**src/mgpm_pkg.sv**
```systemverilog
// ----------------------------------------------------------------------------
// mgpm_pkg
// Shared constants and types for the monotone grid path moves unit.
// ----------------------------------------------------------------------------
package mgpm_pkg;

  localparam int unsigned MAX_ROWS    = 1024;
  localparam int unsigned MAX_COLUMNS = 65536;
  localparam int unsigned VALUE_WIDTH = 32;

  localparam int unsigned ROW_W  = $clog2(MAX_ROWS);
  localparam int unsigned CNT_W  = ROW_W + 1;
  localparam int unsigned COL_W  = 16;
  localparam int unsigned ADDR_W = 3;

  localparam int unsigned COL_LIMIT_INT = (MAX_COLUMNS - 1 < 65535) ? MAX_COLUMNS - 1 : 65535;
  localparam logic [COL_W-1:0] COL_LIMIT = COL_W'(COL_LIMIT_INT);
  localparam logic [CNT_W-1:0] ROWS_MAX  = CNT_W'(MAX_ROWS);
  localparam logic [CNT_W-1:0] ROWS_MIN  = CNT_W'(1);

  // register index, taken from paddr[2]
  typedef enum logic [0:0] {
    REG_ROWS_IN_USE = 1'b0
  } cfg_reg_e;

  // one stored row of the previous column
  typedef struct packed {
    logic                   reach;
    logic [VALUE_WIDTH-1:0] value;
  } entry_t;

  // walk state between cells
  typedef struct packed {
    logic [ROW_W-1:0] row;
    logic [COL_W-1:0] col;
    entry_t           upper;
    logic             col_has_reach;
    logic             stopped;
    logic [COL_W-1:0] best;
  } walk_state_t;

endpackage

```
**src/mgpm_cell_eval.sv**
```systemverilog
// ----------------------------------------------------------------------------
// mgpm_cell_eval
// Reachability of one cell and the next walk state.
// ----------------------------------------------------------------------------
module mgpm_cell_eval
  import mgpm_pkg::*;
(
  input  walk_state_t            state_i,
  input  entry_t                 here_i,
  input  entry_t                 below_i,
  input  logic [CNT_W-1:0]       rows_i,
  input  logic [VALUE_WIDTH-1:0] value_i,
  input  logic                   last_i,
  output walk_state_t            state_o,
  output entry_t                 wr_entry_o,
  output logic [COL_W-1:0]       moves_o
);

  logic [CNT_W-1:0] row_p1;
  logic             from_up;
  logic             from_level;
  logic             from_down;
  logic             reach;
  logic             end_col;
  logic             col_reach;
  walk_state_t      nxt;

  always_comb begin
    row_p1     = {1'b0, state_i.row} + CNT_W'(1);
    from_up    = (state_i.row != '0) && state_i.upper.reach
                 && (state_i.upper.value < value_i);
    from_level = here_i.reach && (here_i.value < value_i);
    from_down  = (row_p1 < rows_i) && below_i.reach && (below_i.value < value_i);
    // first column: every cell is a start
    reach      = (state_i.col == '0) || from_up || from_level || from_down;
    end_col    = last_i || (row_p1 >= rows_i);
    col_reach  = state_i.col_has_reach || reach;

    nxt             = state_i;
    nxt.upper.value = here_i.value;
    nxt.upper.reach = here_i.reach;
    if (end_col) begin
      if (!state_i.stopped) begin
        if (col_reach) begin
          nxt.best = state_i.col;
        end else begin
          nxt.stopped = 1'b1;
        end
      end
      nxt.col_has_reach = 1'b0;
      nxt.row           = '0;
      nxt.upper.reach   = 1'b0;
      if (state_i.col < COL_LIMIT) begin
        nxt.col = state_i.col + COL_W'(1);
      end
    end else begin
      nxt.row           = row_p1[ROW_W-1:0];
      nxt.col_has_reach = col_reach;
    end

    moves_o          = nxt.best;
    wr_entry_o.reach = reach;
    wr_entry_o.value = value_i;

    // new grid after the last cell
    state_o = last_i ? '0 : nxt;
  end

endmodule

```
**config.mk**
```make
export PLATFORM = sky130hd
export DESIGN_NAME = mgpm_cell_eval
export DESIGN_NICKNAME = d
export VERILOG_FILES = /design/src/mgpm_pkg.sv /design/src/mgpm_cell_eval.sv
export SDC_FILE = /design/constraint.sdc
export NUM_CORES = 1
export LEC_CHECK = 0
export ABC_AREA = 1
export BUFFER_PORTS_ARGS = -buffer_cell sky130_fd_sc_hd__buf_4
export CAP_MARGIN = 5
export CORE_AREA = 2 2 120 122
export DETAILED_ROUTE_END_ITERATION = 6
export DIE_AREA = 0 0 122 124
export PLACE_DENSITY_LB_ADDON = 0.15
export SYNTH_ARGS = -nofsm -noshare
export SYNTH_HDL_FRONTEND = slang
export SYNTH_SLANG_ARGS = --single-unit
```
**constraint.sdc**
```tcl
create_clock -name vclk -period 4.58
set_clock_uncertainty 0.2 [all_clocks]
set_input_delay 0.916 -clock vclk [all_inputs]
set_output_delay 0.916 -clock vclk [all_outputs]
set_load 0.01 [all_outputs]
```
==> summary.md <==
| Metric | Value |
|---|---|
| Yosys cell types | 37 |
| Global-route wire length before repair | 25,700 um |
| Gr ovfl total | 0 |
| Top-area cell type share of the netlist area | 0.304 |
| DP HPWL | 14,500 um |
| Final hold vios | 0 |
| Total power divided by cell area | 103 nW/um^2 |
| Slew Limit Headroom | 0.566 |
| Worst Path Required | 3.46 ns |
| Crit-path max FO | 6 |
| Initial Util | 0.324 |
| Startpoint types | input port |
| Clock buffers | 0 |
| Cts hold-fix bufs | 0 |
| Worst setup margin | -0.118 ns |
| Setup-failing EPs final | 52 |
| CP bufs+invs | 8 |
| CP most frequent cell | nand2_1 |
| Met2 GRT Util | 0.407 |
| Via density | 4.58 |
| Die area | 15,100 um^2 |
| Syn Std Cell Area | 4440 um^2 |
| Static leakage | 4.48 nW |
| Delay-heaviest family, CP | simple AND/OR/NAND/NOR gates |
| Share of layout cells above drive strength 1 | 0.435 |
| Vias in the first global route | 5,476 |
| Met1 Use GR | 0.248 |
| Failing checks | negative setup slack |
| Final core utilization | 0.551 |
| Area contributors post-synth | ha_1, inv_1, nand2_1 |
| Num rows | 43 |
| Global Route Usage Sum | 0.209 |
| Diodes inserted | 0 |
| Synth Net Count | 1,062 |
| Fin. max-slew vios | 0 |
| Arr. time, crit path | 3.58 ns |
| Crit path time final | 4.70 ns |
| Post-layout nets | 1,376 |
| RePlAce Congestion | 0.906 |
| Area Growth Syn to Fin | 70.2% |
| Yosys warns | 0 |
| Dominant cell type by area after synthesis | ha_1 |
| Syn avg cell area | 5.79 um^2 |
| Hold slack | 1.82 ns |
| GR peak layer | met2 |
| Register area share after synthesis | 0 |
| Max Freq | 213 MHz |
| Initial antenna violation count | 0 |
| Min-delay src | value_i[13] |
| Core Region | 13,700 um^2 |
| Crit path max-delay cell type | a31o_4 |
| Starting DRT DRC Count | 218 |
| RSZ-0062 raised after global routing | true |
| Die Y | 124 um |
| IO Count | 313 |
| WS Path Type | input port to output port |
| Via count | 5,770 |
| Setup TNS | -3.25 ns |
| Worst Tran Pin Value | 0.651 ns |
| Maxcap violations | 0 |
| Met3 Resource Use GR | 0.0279 |
| IO Port Bufs | 313 |
| Tcrit/Tclk final | 1.03 |
| Post-Route WL | 17,300 um |
| Seq Cell Count | 0 |
| Status | finished with violations |
| Hold path endpoint | wr_entry_o[13] |
| TritonRoute pass-1 iters | 4 |
| Die Span X | 122 um |
| Worst VDD drop | 0.0000413 V |
| Routed wire length per instance | 13.8 um |
| Post-Syn Instances | 767 |
| Final ANT Viol Nets | 0 |
| Largest net degree at the start of global routing | 58 |
| Crit. End Element | output port |
| Drc violations | 0 |
| Sequential cell area | 0 um^2 |
| Placed Cells | 1,232 |
| Non-filler cells, final | 1,259 |
| Final Power | 780 uW |
| Hold crit path type | input port to output port |
| Cells on Worst Hold Path | 2 |
| Largest stage delay on the critical path | 0.22 ns |
## power breakdown
| group | internal, mW | switching, mW |
|---|---|---|
| Combinational | 0.392 | 0.389 |
| Sequential | 0 | 0 |
| Clock | 0 | 0 |
## cell families (layout without fill, tap and decap cells)
family | count (synthesis) | count (layout) | synth area share
compound gates | 96 | 96 | 0.114
simple gates | 340 | 340 | 0.346
xor+xnor | 12 | 12 | 0.0236
buf+inv | 211 | 523 | 0.213
fa+ha+maj | 108 | 108 | 0.304
## worst max-delay path by stage
stage / start / slack (ns) / end / cells past startpoint
finish: state_i[68] / -0.12 / state_o[54] / 26
global route: state_i[68] / -0.30 / state_o[54] / 26
CTS: state_i[68] / -0.02 / state_o[54] / 24
detailed placement: state_i[67] / -0.18 / state_o[54] / 24
global placement: state_i[67] / -0.10 / state_o[54] / 24
floorplan: state_i[67] / 0.20 / state_o[51] / 19
## cell type report
| class | instances | area, um^2 |
|---|---|---|
| well taps | 180 | 225 |
| inverters | 166 | 623 |
| repair buffers | 357 | 2810 |
| fillers | 1398 | 6150 |
| multi-input cells | 556 | 3910 |
## cells in the final DEF, fill, tap and decap left out, types with 10 or more instances in the layout
cell type and n:
a21oi_1 51, nand3_1 30, nand2_4 10, nor3_1 15, inv_2 16, nor2_2 13
inv_1 150, o21ai_0 20, ha_1 102, nor2_1 93, buf_4 329, nand2_1 110
buf_6 24, nand3_2 10, xor2_1 10, nand2_2 27
## routing by layer
layer  share of wire  routed length (um)  vias to the layer above
met2            0.52                9020                      204
met1            0.39                6830                     2510
met4           0.014                 238                        0
met5               0                   0                        -
met3           0.072                1240                       16
li1                -                   -                     3040
## cell usage after synthesis (9+ instances only)
cell type and n:
inv_1 164, nand2_1 129, ha_1 108, nor2_1 107
a21oi_1 54, nand3_1 42, buf_4 34, o21ai_0 31
nand2_2 18, nor3_1 17, xor2_1 12, nand4_1 9
## per-stage QoR
step,area (um^2),setup slack (ns)
finish,7570,-0.118
global route,7570,-0.295
CTS,7110,-0.0179
detailed placement,6830,-0.180
global placement,6830,-0.103
floorplan,4440,0.197
## timing repair
action | in CTS | in global routing
pin swaps | 18 | 41
gates resized for setup | 29 | 116
cloned | 1 | 0
endpoints found under the setup margin | 56 | 61
hold endpoints to repair | 0 | 0
buffers inserted | 21 | 7
Note: power is estimated with default switching activity, not from simulation.
